--- config.mk ---
export PLATFORM = sky130hd
export DESIGN_NAME = next_smaller_or_equal_subtract
export DESIGN_NICKNAME = d
export VERILOG_FILES = /design/src/nsoes_pkg.sv /design/src/nsoes_front.sv /design/src/nsoes_queue.sv /design/src/nsoes_back.sv /design/src/next_smaller_or_equal_subtract.sv
export SDC_FILE = /design/constraint.sdc
export NUM_CORES = 1
export LEC_CHECK = 0
export ABC_AREA = 1
export BUFFER_PORTS_ARGS = -buffer_cell sky130_fd_sc_hd__buf_2
export CAP_MARGIN = 30
export CORE_ASPECT_RATIO = 0.7
export CORE_UTILIZATION = 63
export CTS_CLUSTER_DIAMETER = 100
export DETAILED_ROUTE_END_ITERATION = 8
export PLACE_DENSITY = 0.8
export REMOVE_ABC_BUFFERS = 1
export SYNTH_ARGS = -nofsm -noshare
export SYNTH_HDL_FRONTEND = slang
export SYNTH_SLANG_ARGS = --single-unit
--- constraint.sdc ---
create_clock -name i_clk -period 6.7 [get_ports i_clk]
set_clock_uncertainty 0.15 [all_clocks]
set_input_delay 1.34 -clock i_clk [delete_from_list [all_inputs] [get_ports i_clk]]
set_output_delay 1.34 -clock i_clk [all_outputs]
set_load 0.01 [all_outputs]
--- src/nsoes_pkg.sv ---
// Shared constants, payload structs and state encoding for the
// next-smaller-or-equal-subtract block. No dependencies.
package nsoes_pkg;

    localparam int MAX_ITEMS  = 32;  // items per sequence before overflow
    localparam int VALUE_BITS = 16;  // significant bits of an input value

    localparam int IN_VAL_W = 16;
    localparam int POS_W    = 5;
    localparam int ADJ_W    = 16;
    localparam int VAL_W    = (VALUE_BITS < IN_VAL_W) ? VALUE_BITS : IN_VAL_W;

    localparam int FILL_W = $clog2(MAX_ITEMS + 1);
    localparam int ADDR_W = $clog2(MAX_ITEMS);

    localparam int QDEPTH = 4;
    localparam int QPTR_W = $clog2(QDEPTH);
    localparam int QCNT_W = $clog2(QDEPTH + 1);

    localparam int S_TDATA_W = 16;
    localparam int M_TDATA_W = 24;
    localparam int M_TUSER_W = 2;

    // classified input item, front to back
    typedef struct packed {
        logic [VAL_W-1:0] value;
        logic [POS_W-1:0] pos;
        logic             fin;
        logic             ovf;
    } t_item;

    typedef struct packed {
        logic full;
        logic empty;
    } t_qstat;

    // one stack entry
    typedef struct packed {
        logic [POS_W-1:0] pos;
        logic [VAL_W-1:0] val;
    } t_entry;

    typedef struct packed {
        logic [POS_W-1:0] position;
        logic [ADJ_W-1:0] adjusted;
        logic             matched;
        logic             run_end;
        logic             seq_done;
        logic             overflow;
    } t_result;

    typedef enum logic [1:0] {
        S_IDLE,
        S_CMP,
        S_FLUSH
    } t_bstate;

endpackage

--- src/nsoes_front.sv ---
// Input side: accepts stream transactions, counts items of the sequence and
// tags each one with its position and overflow class. Uses nsoes_pkg.
module nsoes_front (
    input  logic                             i_clk,
    input  logic                             i_rst_n,
    input  logic                             i_valid,
    output logic                             o_ready,
    input  logic [nsoes_pkg::IN_VAL_W-1:0]   i_value,
    input  logic                             i_final,
    input  nsoes_pkg::t_qstat                i_qstat,
    output logic                             o_push,
    output nsoes_pkg::t_item                 o_item
);
    import nsoes_pkg::*;

    logic [FILL_W-1:0] r_items, n_items;
    logic              w_ovf;

    assign o_ready = !i_qstat.full;
    assign o_push  = i_valid && o_ready;
    assign w_ovf   = (r_items >= FILL_W'(MAX_ITEMS));

    assign o_item.value = i_value[VAL_W-1:0];
    assign o_item.pos   = POS_W'(r_items);
    assign o_item.fin   = i_final;
    assign o_item.ovf   = w_ovf;

    // a final item closes the sequence; dropped items do not count
    always_comb begin
        n_items = r_items;
        if (o_push) begin
            if (i_final) begin
                n_items = '0;
            end else if (!w_ovf) begin
                n_items = r_items + FILL_W'(1);
            end
        end
    end

    always_ff @(posedge i_clk) begin
        if (!i_rst_n) begin
            r_items <= '0;
        end else begin
            r_items <= n_items;
        end
    end

endmodule

--- src/nsoes_queue.sv ---
// Short FIFO of classified items between the front and back parts.
// Uses nsoes_pkg.
module nsoes_queue (
    input  logic              i_clk,
    input  logic              i_rst_n,
    input  logic              i_push,
    input  nsoes_pkg::t_item  i_item,
    input  logic              i_pop,
    output nsoes_pkg::t_item  o_item,
    output nsoes_pkg::t_qstat o_qstat
);
    import nsoes_pkg::*;

    t_item             r_slot [QDEPTH];
    logic [QPTR_W-1:0] r_wr_ptr;
    logic [QPTR_W-1:0] r_rd_ptr;
    logic [QCNT_W-1:0] r_count;

    assign o_qstat.full  = (r_count == QCNT_W'(QDEPTH));
    assign o_qstat.empty = (r_count == '0);
    assign o_item        = r_slot[r_rd_ptr];

    always_ff @(posedge i_clk) begin
        if (i_push) begin
            r_slot[r_wr_ptr] <= i_item;
        end
    end

    always_ff @(posedge i_clk) begin
        if (!i_rst_n) begin
            r_wr_ptr <= '0;
            r_rd_ptr <= '0;
            r_count  <= '0;
        end else begin
            if (i_push) begin
                r_wr_ptr <= r_wr_ptr + QPTR_W'(1);
            end
            if (i_pop) begin
                r_rd_ptr <= r_rd_ptr + QPTR_W'(1);
            end
            unique case ({i_push, i_pop})
                2'b10:   r_count <= r_count + QCNT_W'(1);
                2'b01:   r_count <= r_count - QCNT_W'(1);
                default: r_count <= r_count;
            endcase
        end
    end

endmodule

--- src/nsoes_back.sv ---
// Execution side: holds the monotonic stack (top entry in registers, the
// rest in a memory), pops and flushes entries, and drives the output
// register. Uses nsoes_pkg.
module nsoes_back (
    input  logic                i_clk,
    input  logic                i_rst_n,
    input  nsoes_pkg::t_qstat   i_qstat,
    input  nsoes_pkg::t_item    i_item,
    output logic                o_pop,
    input  logic                i_out_ready,
    output logic                o_out_valid,
    output nsoes_pkg::t_result  o_result
);
    import nsoes_pkg::*;

    t_bstate           r_state, n_state;
    t_item             r_cur;
    t_entry            r_top, n_top;
    t_entry            r_rd;
    t_entry            r_mem [MAX_ITEMS];
    logic [FILL_W-1:0] r_fill, n_fill;
    logic              r_rd_ok;
    logic              r_out_valid;
    t_result           r_out;

    logic [FILL_W-1:0] w_fill_m1;
    logic [FILL_W-1:0] w_fill_m2;
    logic              w_can_emit;
    logic              w_hit;
    logic              w_more;
    logic              w_emit;
    logic              w_do_pop;
    logic              w_do_push;
    t_result           w_res;

    assign w_fill_m1  = r_fill - FILL_W'(1);
    assign w_fill_m2  = r_fill - FILL_W'(2);
    assign w_can_emit = !r_out_valid || i_out_ready;
    assign w_hit      = (r_fill != '0) && (r_top.val >= r_cur.value);
    assign w_more     = (r_fill > FILL_W'(1)) && (r_rd.val >= r_cur.value);

    assign o_out_valid = r_out_valid;
    assign o_result    = r_out;

    // next state
    always_comb begin
        n_state = r_state;
        unique case (r_state)
            S_IDLE: begin
                if (!i_qstat.empty) begin
                    n_state = S_CMP;
                end
            end
            S_CMP: begin
                if (r_cur.ovf) begin
                    if (r_cur.fin) begin
                        n_state = S_FLUSH;
                    end else if (w_can_emit) begin
                        n_state = S_IDLE;
                    end
                end else if (!w_hit) begin
                    n_state = r_cur.fin ? S_FLUSH : S_IDLE;
                end
            end
            S_FLUSH: begin
                if (r_fill == '0) begin
                    n_state = S_IDLE;
                end else if (w_can_emit && r_rd_ok && (r_fill == FILL_W'(1))) begin
                    n_state = S_IDLE;
                end
            end
            default: n_state = S_IDLE;
        endcase
    end

    // outputs of the sequencer
    always_comb begin
        o_pop     = 1'b0;
        w_emit    = 1'b0;
        w_do_pop  = 1'b0;
        w_do_push = 1'b0;
        w_res     = '0;
        unique case (r_state)
            S_IDLE: begin
                o_pop = !i_qstat.empty;
            end
            S_CMP: begin
                if (r_cur.ovf) begin
                    if (!r_cur.fin) begin
                        w_emit         = w_can_emit;
                        w_res.overflow = 1'b1;
                        w_res.run_end  = 1'b1;
                    end
                end else if (w_hit) begin
                    w_emit         = w_can_emit && r_rd_ok;
                    w_do_pop       = w_emit;
                    w_res.position = r_top.pos;
                    w_res.adjusted = ADJ_W'(r_top.val - r_cur.value);
                    w_res.matched  = 1'b1;
                    w_res.run_end  = !r_cur.fin && !w_more;
                end else begin
                    w_do_push = (r_fill < FILL_W'(MAX_ITEMS));
                end
            end
            S_FLUSH: begin
                w_emit         = (r_fill != '0) && w_can_emit && r_rd_ok;
                w_do_pop       = w_emit;
                w_res.position = r_top.pos;
                w_res.adjusted = ADJ_W'(r_top.val);
                w_res.overflow = r_cur.ovf;
                w_res.run_end  = (r_fill == FILL_W'(1));
                w_res.seq_done = (r_fill == FILL_W'(1));
            end
            default: begin
                o_pop = 1'b0;
            end
        endcase
    end

    // stack pointer and top entry
    always_comb begin
        n_fill = r_fill;
        n_top  = r_top;
        if (w_do_pop) begin
            n_fill = w_fill_m1;
            n_top  = r_rd;
        end else if (w_do_push) begin
            n_fill    = r_fill + FILL_W'(1);
            n_top.pos = r_cur.pos;
            n_top.val = r_cur.value;
        end
    end

    // stack memory: old top moves down on push; read the entry below the top
    always_ff @(posedge i_clk) begin
        if (w_do_push && (r_fill != '0)) begin
            r_mem[w_fill_m1[ADDR_W-1:0]] <= r_top;
        end
        r_rd <= r_mem[w_fill_m2[ADDR_W-1:0]];
    end

    always_ff @(posedge i_clk) begin
        r_top <= n_top;
        if (o_pop) begin
            r_cur <= i_item;
        end
        if (w_emit) begin
            r_out <= w_res;
        end
    end

    always_ff @(posedge i_clk) begin
        if (!i_rst_n) begin
            r_state     <= S_IDLE;
            r_fill      <= '0;
            r_rd_ok     <= 1'b1;
            r_out_valid <= 1'b0;
        end else begin
            r_state <= n_state;
            r_fill  <= n_fill;
            // read data belongs to the entry below the top only once the pointer has stopped changing
            r_rd_ok <= (n_fill == r_fill);
            if (w_emit) begin
                r_out_valid <= 1'b1;
            end else if (i_out_ready) begin
                r_out_valid <= 1'b0;
            end
        end
    end

endmodule

--- src/next_smaller_or_equal_subtract.sv ---
// Top level of the next-smaller-or-equal-subtract block: front classifier,
// item queue and stack engine. Uses nsoes_pkg, nsoes_front, nsoes_queue,
// nsoes_back.
//
//  channel   direction  tdata (low bit up)                  tlast     tuser
//  --------  ---------  ----------------------------------  --------  ----------------------
//  s (in)    slave      value[15:0]                         final     -
//  m (out)   master     position[4:0] adjusted[20:5]        run_end   seq_done[0]
//                       matched[21] zero[23:22]                       overflow[1]
//
// Flow: the front takes one transaction per cycle into a four-deep queue
// while the queue has room. The stack engine dequeues an item in S_IDLE
// and compares and pushes it in S_CMP. Each result after the first of a
// step waits for the registered read of the next stack entry from memory.
// A final item then flushes the remaining entries one by one in S_FLUSH.
// Reset (synchronous, active low) empties queue, stack and item count.
// A stalled master side holds one result in the output register while the
// engine keeps going until it needs to emit again; the front stalls only on
// a full queue.
module next_smaller_or_equal_subtract (
    input  logic                               i_clk,
    input  logic                               i_rst_n,
    input  logic                               i_s_tvalid,
    output logic                               o_s_tready,
    input  logic [nsoes_pkg::S_TDATA_W-1:0]    i_s_tdata,   // value[15:0]
    input  logic                               i_s_tlast,   // final item
    output logic                               o_m_tvalid,
    input  logic                               i_m_tready,
    output logic [nsoes_pkg::M_TDATA_W-1:0]    o_m_tdata,   // position, adjusted, matched
    output logic                               o_m_tlast,   // run_end
    output logic [nsoes_pkg::M_TUSER_W-1:0]    o_m_tuser    // seq_done, overflow
);
    import nsoes_pkg::*;

    t_qstat  w_qstat;
    t_item   w_in_item;
    t_item   w_q_item;
    logic    w_push;
    logic    w_pop;
    t_result w_res;

    // classify and count incoming items
    nsoes_front u_front (
        .i_clk   (i_clk),
        .i_rst_n (i_rst_n),
        .i_valid (i_s_tvalid),
        .o_ready (o_s_tready),
        .i_value (i_s_tdata[IN_VAL_W-1:0]),
        .i_final (i_s_tlast),
        .i_qstat (w_qstat),
        .o_push  (w_push),
        .o_item  (w_in_item)
    );

    // decouple front and stack engine
    nsoes_queue u_queue (
        .i_clk   (i_clk),
        .i_rst_n (i_rst_n),
        .i_push  (w_push),
        .i_item  (w_in_item),
        .i_pop   (w_pop),
        .o_item  (w_q_item),
        .o_qstat (w_qstat)
    );

    // pop, push and flush the stack; own the output register
    nsoes_back u_back (
        .i_clk       (i_clk),
        .i_rst_n     (i_rst_n),
        .i_qstat     (w_qstat),
        .i_item      (w_q_item),
        .o_pop       (w_pop),
        .i_out_ready (i_m_tready),
        .o_out_valid (o_m_tvalid),
        .o_result    (w_res)
    );

    // pack result fields onto the master side
    assign o_m_tdata = {{(M_TDATA_W - POS_W - ADJ_W - 1){1'b0}},
                        w_res.matched, w_res.adjusted, w_res.position};
    assign o_m_tlast = w_res.run_end;
    assign o_m_tuser = {w_res.overflow, w_res.seq_done};

    // the end of a sequence always closes the run of its input
    a_done_ends_run: assert property (@(posedge i_clk) disable iff (!i_rst_n)
        (o_m_tvalid && o_m_tuser[0]) |-> o_m_tlast)
        else $error("sequence end without run end");

    // a dropped item never reports a match
    a_ovf_unmatched: assert property (@(posedge i_clk) disable iff (!i_rst_n)
        (o_m_tvalid && o_m_tuser[1]) |-> !o_m_tdata[POS_W + ADJ_W])
        else $error("overflow result marked as matched");

    // the engine dequeues only from a non-empty queue
    a_no_underflow: assert property (@(posedge i_clk) disable iff (!i_rst_n)
        w_pop |-> !w_qstat.empty)
        else $error("queue read while empty");

    // a full queue that is not read does not turn empty
    a_no_overrun: assert property (@(posedge i_clk) disable iff (!i_rst_n)
        (w_qstat.full && !w_pop) |=> !(w_qstat.empty))
        else $error("queue state lost");

endmodule

==> results.sh, run 1 <==
export IMPL_outcome="finished, final reports clean"
export IMPL_finalMaxSlewViolations=0
export IMPL_hpwlAfterDp_um=53800
export IMPL_synth_cell_types=47
export IMPL_clock_sinks=877
export IMPL_drc=0
export IMPL_critPathCaptureType="flip-flop"
export IMPL_overflow=0
export IMPL_io_pins=50
export IMPL_wire_per_inst_um=26.8
export IMPL_r2r_slack_ps=2260
export IMPL_vias_per_cell=6.76
export IMPL_cp_common_cell="nand2_1"
export IMPL_die_height_um=200
export IMPL_rr_worst_depth=13
export IMPL_n_fill_cell=3472
export IMPL_clkPwrFrac_pct=23.3
export IMPL_root_buffer="clkbuf_16"
export IMPL_initial_core_util_pct=64.0
export IMPL_numCtsBuffers=77
export IMPL_peakVddDrop_mv=0.492
export IMPL_gp_congestion=0.943
export IMPL_track_usage_pct=33.4
export IMPL_clk_latency_ps=640
export IMPL_tightest_slew_ps=1340
export IMPL_rows=72
export IMPL_synth_edf_count=833
export IMPL_yosysSeqAreaShare_pct=73.2
export IMPL_hold_viol_final=0
export IMPL_report_power_total_uw=18700
export IMPL_cts_tree="yes"
export IMPL_setup_viol=0
export IMPL_required_ps=6840
export IMPL_crit_chain="ha_1, nand2_1, nand2_1, a21oi_2, nand3_2, nand2_2, nand2_4, nand2_2, nand3_2, inv_2, nand2_1, nor2_2, buf_4"
export IMPL_fin_setup_tns_ps=0
export IMPL_syn2layout_area_growth_pct=10.9
export IMPL_critPathArrivalTime_ps=4580
export IMPL_ant_nets=0
export IMPL_cts_resized=0
export IMPL_critPathSlowestCell="edfxtp_1"
export IMPL_holdPathEnd="u_queue.r_count[1]$_SDFFE_PN0P_"
export IMPL_cp_buffers_inverters=2
export IMPL_holdPathStages=2
export IMPL_final_common_cell="edfxtp_1"
export IMPL_syn_inst=2724
export IMPL_powerDensity_nw_per_um2=478
export IMPL_path_delay_family="simple AND/OR/NAND/NOR gates"
export IMPL_fmax_ghz=0.225
export IMPL_drt_initial_drc_count=3848
export IMPL_cts_setup_buffers=0
export IMPL_via_count=24059
export IMPL_rsz0062_at_grt="no"
export IMPL_crit_type="flip-flop to flip-flop"
export IMPL_cap_violations=0
export IMPL_cts_hold_buffers_added=0
export IMPL_start_kind="flip-flop"
export IMPL_switching_share_pct=39.5
export IMPL_r2r_end="u_back.r_mem[12][7]$_DFFE_PP_"
export IMPL_regToRegStartpoint="u_back.r_top[5]$_DFFE_PP_"
export IMPL_coreArea_sq_um=55300
export IMPL_dieArea_sq_um=57100
export IMPL_synth_async_reset_ratio_pct=0
export IMPL_port_buffer_count=47
export IMPL_avgSynthCellArea_sq_um=13.0
export IMPL_wl_um=95300
export IMPL_p_leak_uw=0.0132
export IMPL_grt_start_max_net_pins=276
export IMPL_clk_pin_slew_ps=60
export IMPL_synth_warning_count=0
export IMPL_layout_min_cycle_time_ps=4440
export IMPL_worstHoldPathType="flip-flop to flip-flop"
export IMPL_drt_pass1_iter_count=6
export IMPL_grt_pass1_vias=23144
export IMPL_drive_gt1_share_pct=10.7
export IMPL_p_sw_uw=7400
export IMPL_synthFlopType="edfxtp_1"
export IMPL_cts_buffer_depth=3
export IMPL_crit_start="u_back.r_top[5]$_DFFE_PP_"
export IMPL_synth_seq_cells=877
export IMPL_grt_pass1_wl_um=141000
export IMPL_max_slew_margin_rel_pct=10.6
export IMPL_crit_path_max_incr_delay_ps=1010
export IMPL_grt_antenna_before_repair=4
export IMPL_htree_levels=3
export IMPL_sequentialPowerShare_pct=39.5
export IMPL_finalCritPeriodShare_pct=66.3
export IMPL_hp_start="u_queue.r_count[1]$_SDFFE_PN0P_"
export IMPL_p_int_uw=11300
export IMPL_cp_max_fo=34
export IMPL_die_w_um=285
export IMPL_p_comb_share_pct=37.2
export IMPL_nets=2826
export IMPL_syn_area_sq_um=35400
export IMPL_layout_common_cells="edfxtp_1 (833), nor2_1 (446), o21ai_0 (411)"
## synthesized netlist by cell type (2+ instances only)
| cell type | number | area share, % |
|---|---|---|
| buf_4 | 14 | 0.30 |
| nor3_1 | 8 | 0.11 |
| ha_1 | 51 | 1.8 |
| xnor2_1 | 5 | 0.12 |
| a21oi_1 | 57 | 0.81 |
| nand3_1 | 96 | 1.4 |
| o21ai_0 | 411 | 5.8 |
| or2_2 | 2 | 0.035 |
| xor2_1 | 11 | 0.27 |
| inv_2 | 7 | 0.074 |
| clkbuf_1 | 111 | 1.2 |
| nand2_1 | 175 | 1.9 |
| nor3_2 | 3 | 0.085 |
| nor4_1 | 4 | 0.071 |
| fa_1 | 2 | 0.11 |
| o21ai_1 | 23 | 0.33 |
| o211ai_1 | 12 | 0.25 |
| buf_2 | 42 | 0.59 |
| buf_6 | 2 | 0.064 |
| and2_1 | 2 | 0.035 |
| nand3_2 | 4 | 0.11 |
| a31oi_1 | 14 | 0.25 |
| nand4_1 | 5 | 0.088 |
| o221ai_1 | 144 | 3.6 |
| inv_1 | 84 | 0.89 |
| nor2_1 | 478 | 5.1 |
| o21a_1 | 9 | 0.19 |
| dfxtp_1 | 44 | 2.5 |
| nand2_2 | 5 | 0.088 |
| o22ai_1 | 48 | 0.85 |
| edfxtp_1 | 833 | 71 |
| nand2_4 | 3 | 0.095 |
## layer usage
metal | track usage, % | vias to the layer above | share of wire, %
met3 | 8.08 | 256 | 15
met2 | 47.8 | 1926 | 43
li1 | - | 10175 | -
met5 | 0 | - | 0.014
met1 | 50.3 | 11700 | 38
met4 | 12.5 | 2 | 3.7
## sequential cells by signal, summed over array words and instances, names as in the netlist, 3 cells and up
signal,flops
u_back.r_mem,672
u_queue.r_slot,92
u_back.o_result,25
u_back.r_cur,23
u_back.r_rd,21
u_back.r_top,21
u_back.r_fill,6
u_front.r_items,6
u_queue.r_count,3
## how the worst max path moves through the flow
stage / end / slack (ps) / depth (start not counted)
global route: u_back.r_mem[12][9]$_DFFE_PP_ / 1980 / 13
floorplan: u_back.r_mem[11][0]$_DFFE_PP_ / -7440 / 6
finish: u_back.r_mem[12][7]$_DFFE_PP_ / 2260 / 13
global placement: u_back.r_mem[12][4]$_DFFE_PP_ / 2360 / 16
detailed placement: u_back.r_mem[12][4]$_DFFE_PP_ / 2330 / 13
CTS: u_back.r_mem[12][4]$_DFFE_PP_ / 2290 / 13
## worst register-to-register path, stage by stage, from the launching register on
cell      delay (ps)
edfxtp_1        1010
ha_1             440
nand2_1          100
nand2_1           70
a21oi_2          220
nand3_2          100
nand2_2           90
nand2_4           70
nand2_2          140
nand3_2          210
inv_2            160
nand2_1          270
nor2_2           620
buf_4            440
## logic make-up (layout without fill, tap and decap cells)
| group | count (synthesis) | after routing | synth area share [%] |
|---|---|---|---|
| and+or+nand+nor | 789 | 789 | 9.12 |
| DFF | 877 | 877 | 73.2 |
| other | 1 | 4 | 0.0106 |
| xor gates and xnor gates | 17 | 17 | 0.442 |
| adders and majority gates | 53 | 53 | 1.92 |
| AOI/OAI and AO/OA | 723 | 723 | 12.2 |
| buffers and inverters | 264 | 354 | 3.15 |
## metrics by stage
step                      utilization, %  cells  setup WS [ps]  cell area [sq um]  hold WS, ps
final                               70.9   3557           2260              39200          366
after global routing                70.9   3555           1980              39200          396
after CTS                           70.8   3552           2290              39100          357
after detailed placement            66.3   3410           2330              36700          346
after global placement              65.8   3398           2360              36400          323
after floorplan                        -   2554          -7440              34600          308
## power groups by stage
stage / Sequential (uW) / Clock [uW] / Combinational (uW)
after floorplan: 7640 / 0 / 3870
after global placement: 7740 / 0 / 6050
after detailed placement: 7560 / 0 / 6600
after CTS: 7440 / 4360 / 6680
after global routing: 7430 / 4570 / 7480
final: 7400 / 4360 / 6980
## area by class of cell
cell class	instances	area, sq um	area share, %
antenna	2	5.00	0.0128
clock buffer	104	2140	5.46
clock inverter	38	307	0.781
inverter	93	363	0.925
multi-input combinational	1584	8500	21.7
sequential	877	25900	66.0
tap	740	926	2.36
timing repair buffer	119	1080	2.74
(Power assumes the default switching activity.)
==> inputs of run 2 (changes only) <==
--- a/config.mk
+++ b/config.mk
@@ -5,7 +5,7 @@
 export SDC_FILE = /design/constraint.sdc
 export NUM_CORES = 1
 export LEC_CHECK = 0
-export ABC_AREA = 1
+export ABC_AREA = 0
 export BUFFER_PORTS_ARGS = -buffer_cell sky130_fd_sc_hd__buf_2
 export CAP_MARGIN = 30
 export CORE_ASPECT_RATIO = 0.7
==> constraint.sdc (replaced) <==
create_clock -name i_clk -period 4.2 [get_ports i_clk]
set_clock_uncertainty 0.15 [all_clocks]
set_input_delay 0.84 -clock i_clk [delete_from_list [all_inputs] [get_ports i_clk]]
set_output_delay 0.84 -clock i_clk [all_outputs]
set_load 0.01 [all_outputs]
==> results.sh, run 2 <==
export IMPL_die_height_um=198
export IMPL_yosysSeqAreaShare_pct=74.8
export IMPL_synth_cell_types=62
export IMPL_powerDensity_nw_per_um2=681
export IMPL_clk_pin_slew_ps=60
export IMPL_dieArea_sq_um=55900
export IMPL_syn_inst=1666
export IMPL_tightest_slew_ps=1040
export IMPL_syn_area_sq_um=34600
export IMPL_rr_worst_depth=12
export IMPL_grt_pass1_vias=17417
export IMPL_synthFlopType="edfxtp_1"
export IMPL_track_usage_pct=30.1
export IMPL_cp_buffers_inverters=3
export IMPL_hpwlAfterDp_um=47900
export IMPL_largest_register_ffs=672
export IMPL_cp_max_fo=21
export IMPL_crit_type="flip-flop to flip-flop"
export IMPL_synth_async_reset_ratio_pct=0
export IMPL_required_ps=4310
export IMPL_path_delay_family="simple AND/OR/NAND/NOR gates"
export IMPL_layout_setup_ws_ps=288
export IMPL_drt_initial_drc_count=2351
export IMPL_synth_top_cell_area_share_pct=72.2
export IMPL_port_buffer_count=47
export IMPL_cts_buffer_depth=3
export IMPL_overflow=0
export IMPL_grt_antenna_before_repair=5
export IMPL_outcome="finished, final reports clean"
export IMPL_layout_common_cells="edfxtp_1 (833), mux4_2 (233), buf_4 (82)"
export IMPL_htree_levels=3
export IMPL_drive_gt1_share_pct=29.5
export IMPL_die_w_um=282
export IMPL_via_count=17752
export IMPL_r2r_slack_ps=290
export IMPL_critPathCaptureType="flip-flop"
export IMPL_coreArea_sq_um=54000
export IMPL_layout_min_cycle_time_ps=3910
export IMPL_finalCritPeriodShare_pct=93.1
export IMPL_gp_congestion=0.911
export IMPL_worstHoldPathType="primary input to flip-flop"
export IMPL_nets=1883
export IMPL_wl_um=81200
export IMPL_critPathSlowestCell="nor3_2"
export IMPL_pre_cts_ws_ps=244
export IMPL_r2r_end="u_back.r_mem[10][2]$_DFFE_PP_"
export IMPL_cts_hold_buffers_added=0
export IMPL_root_buffer="clkbuf_16"
export IMPL_fin_setup_tns_ps=0
export IMPL_finalMaxSlewViolations=0
export IMPL_numCtsBuffers=78
export IMPL_crit_path_max_incr_delay_ps=430
export IMPL_clk_latency_ps=630
export IMPL_grt_pass1_wl_um=118000
export IMPL_p_leak_uw=0.0125
export IMPL_crit_chain="inv_1, ha_1, inv_1, fa_1, nand3_1, nand3_1, a21oi_2, nand2_1, nor3_2, nand2_1, nor2_2, buf_4"
export IMPL_yosysMostFrequentCell="edfxtp_1"
export IMPL_cts_tree="yes"
export IMPL_avgSynthCellArea_sq_um=20.8
export IMPL_holdPathStages=1
export IMPL_setup_viol=0
export IMPL_rsz0062_at_grt="no"
export IMPL_initial_core_util_pct=64.1
export IMPL_ant_nets=0
export IMPL_synth_top_area_cell="edfxtp_1"
export IMPL_clock_sinks=877
export IMPL_hold_viol_final=0
export IMPL_critPathArrivalTime_ps=4030
export IMPL_ys_top_cells_by_count="edfxtp_1 (833), mux4_2 (233), nand2_1 (69)"
export IMPL_regToRegStartpoint="u_back.r_top[0]$_DFFE_PP_"
export IMPL_io_pins=50
export IMPL_use_met2_pct=46.2
export IMPL_synth_warning_count=0
export IMPL_max_slew_margin_rel_pct=30.6
export IMPL_peakVddDrop_mv=0.675
export IMPL_drt_pass1_iter_count=6
export IMPL_cap_violations=0
export IMPL_grtUsageMet1_pct=45.0
export IMPL_synth_area_leaders="edfxtp_1 (72%), mux4_2 (15%), dfxtp_1 (2.5%), ha_1 (1.8%), nand2_1 (0.75%)"
export IMPL_holdPathEnd="u_queue.r_slot[2][11]$_DFFE_PP_"
export IMPL_syn2layout_area_growth_pct=12.5
export IMPL_rows=71
export IMPL_hp_start="i_s_tdata[4]"
export IMPL_final_common_cell="edfxtp_1"
export IMPL_vias_per_cell=6.83
export IMPL_grt_busiest_layer="met2"
export IMPL_drc=0
export IMPL_report_power_total_uw=26500
export IMPL_start_kind="flip-flop"
export IMPL_synth_seq_cells=877
export IMPL_global_route_usage_met3_pct=6.35
export IMPL_fmax_ghz=0.256
export IMPL_wire_per_inst_um=31.2
export IMPL_grt_start_max_net_pins=175
export IMPL_synth_edf_count=833
run 2: changes by cell type in the layout (fill, tap and decap cells not counted), sizes merged, moves of 11 or more:
cell    before  now
nand3      101   15
a22oi        1   12
buf        119  138
mux2         0   21
a21oi       58   28
o221ai     144    0
o22ai       48    1
nor2b        0   18
nor2       479   60
o21ai      435   41
mux4         0  233
inv         94   44
nand2      183   69
run 2: how the worst max path moves through the flow:
stage	from	end	depth (start not counted)
6_report	u_back.r_top[0]$_DFFE_PP_	u_back.r_mem[10][2]$_DFFE_PP_	12
5_1_grt	u_back.r_top[0]$_DFFE_PP_	u_back.r_mem[10][2]$_DFFE_PP_	12
4_1_cts	u_back.r_top[0]$_DFFE_PP_	u_back.r_mem[10][2]$_DFFE_PP_	12
3_5_place_dp	u_back.r_top[0]$_DFFE_PP_	u_back.r_mem[10][12]$_DFFE_PP_	12
3_3_place_gp	u_back.r_top[0]$_DFFE_PP_	u_back.r_mem[1][1]$_DFFE_PP_	12
2_1_floorplan	u_back.r_fill[0]$_SDFF_PN0_	u_back.o_result[0]$_DFFE_PP_	7
run 2: logic make-up after synthesis:
group	count (synthesis)	synth area share, %
flip-flops	877	74.8
multiplexers	256	15.9
AND/OR/NAND/NOR	205	2.75
AO/OA/AOI/OAI	129	2.38
buffers and inverters	118	1.55
adder cells (fa/ha/maj)	53	1.96
XOR/XNOR	27	0.683
other	1	0.0108
run 2: cell type report:
type / instances / area (sq um)
sequential: 877 / 25900
inverter: 42 / 158
antenna: 2 / 5.00
fill: 3013 / 15000
clock buffer: 101 / 2140
timing repair buffer: 138 / 1070
tap: 730 / 913
multi-input combinational: 672 / 8320
clock inverter: 39 / 454
run 2: metrics by stage:
stage	utilization (%)	hold WS, ps	std cells	area, sq um
6_report	72.1	277	2601	39000
5_1_grt	72.1	264	2599	39000
4_1_cts	72.0	252	2597	38900
3_5_place_dp	67.2	347	2457	36300
3_3_place_gp	67.0	333	2453	36200
2_1_floorplan	-	317	1591	34300
run 2: per-layer routing:
metal  up-vias  wire length [um]
met4         8              1830
li1       7114                 -
met2      1209             38700
met3       148              8350
met1      9273             32200
met5         -                56
run 2: report_power, final:
| group | switching (uW) | leakage [uW] | internal [uW] |
|---|---|---|---|
| clock network | 3180 | 0.00125 | 4170 |
| logic | 4680 | 0.00334 | 3140 |
| registers | 366 | 0.00792 | 11000 |
| total | 8220 | 0.0125 | 18300 |
run 2: repair_timing:
action                                  in CTS  in global routing
buffers inserted                             0                  0
endpoints found under the setup margin       0                196
gates resized for setup                      0                  1
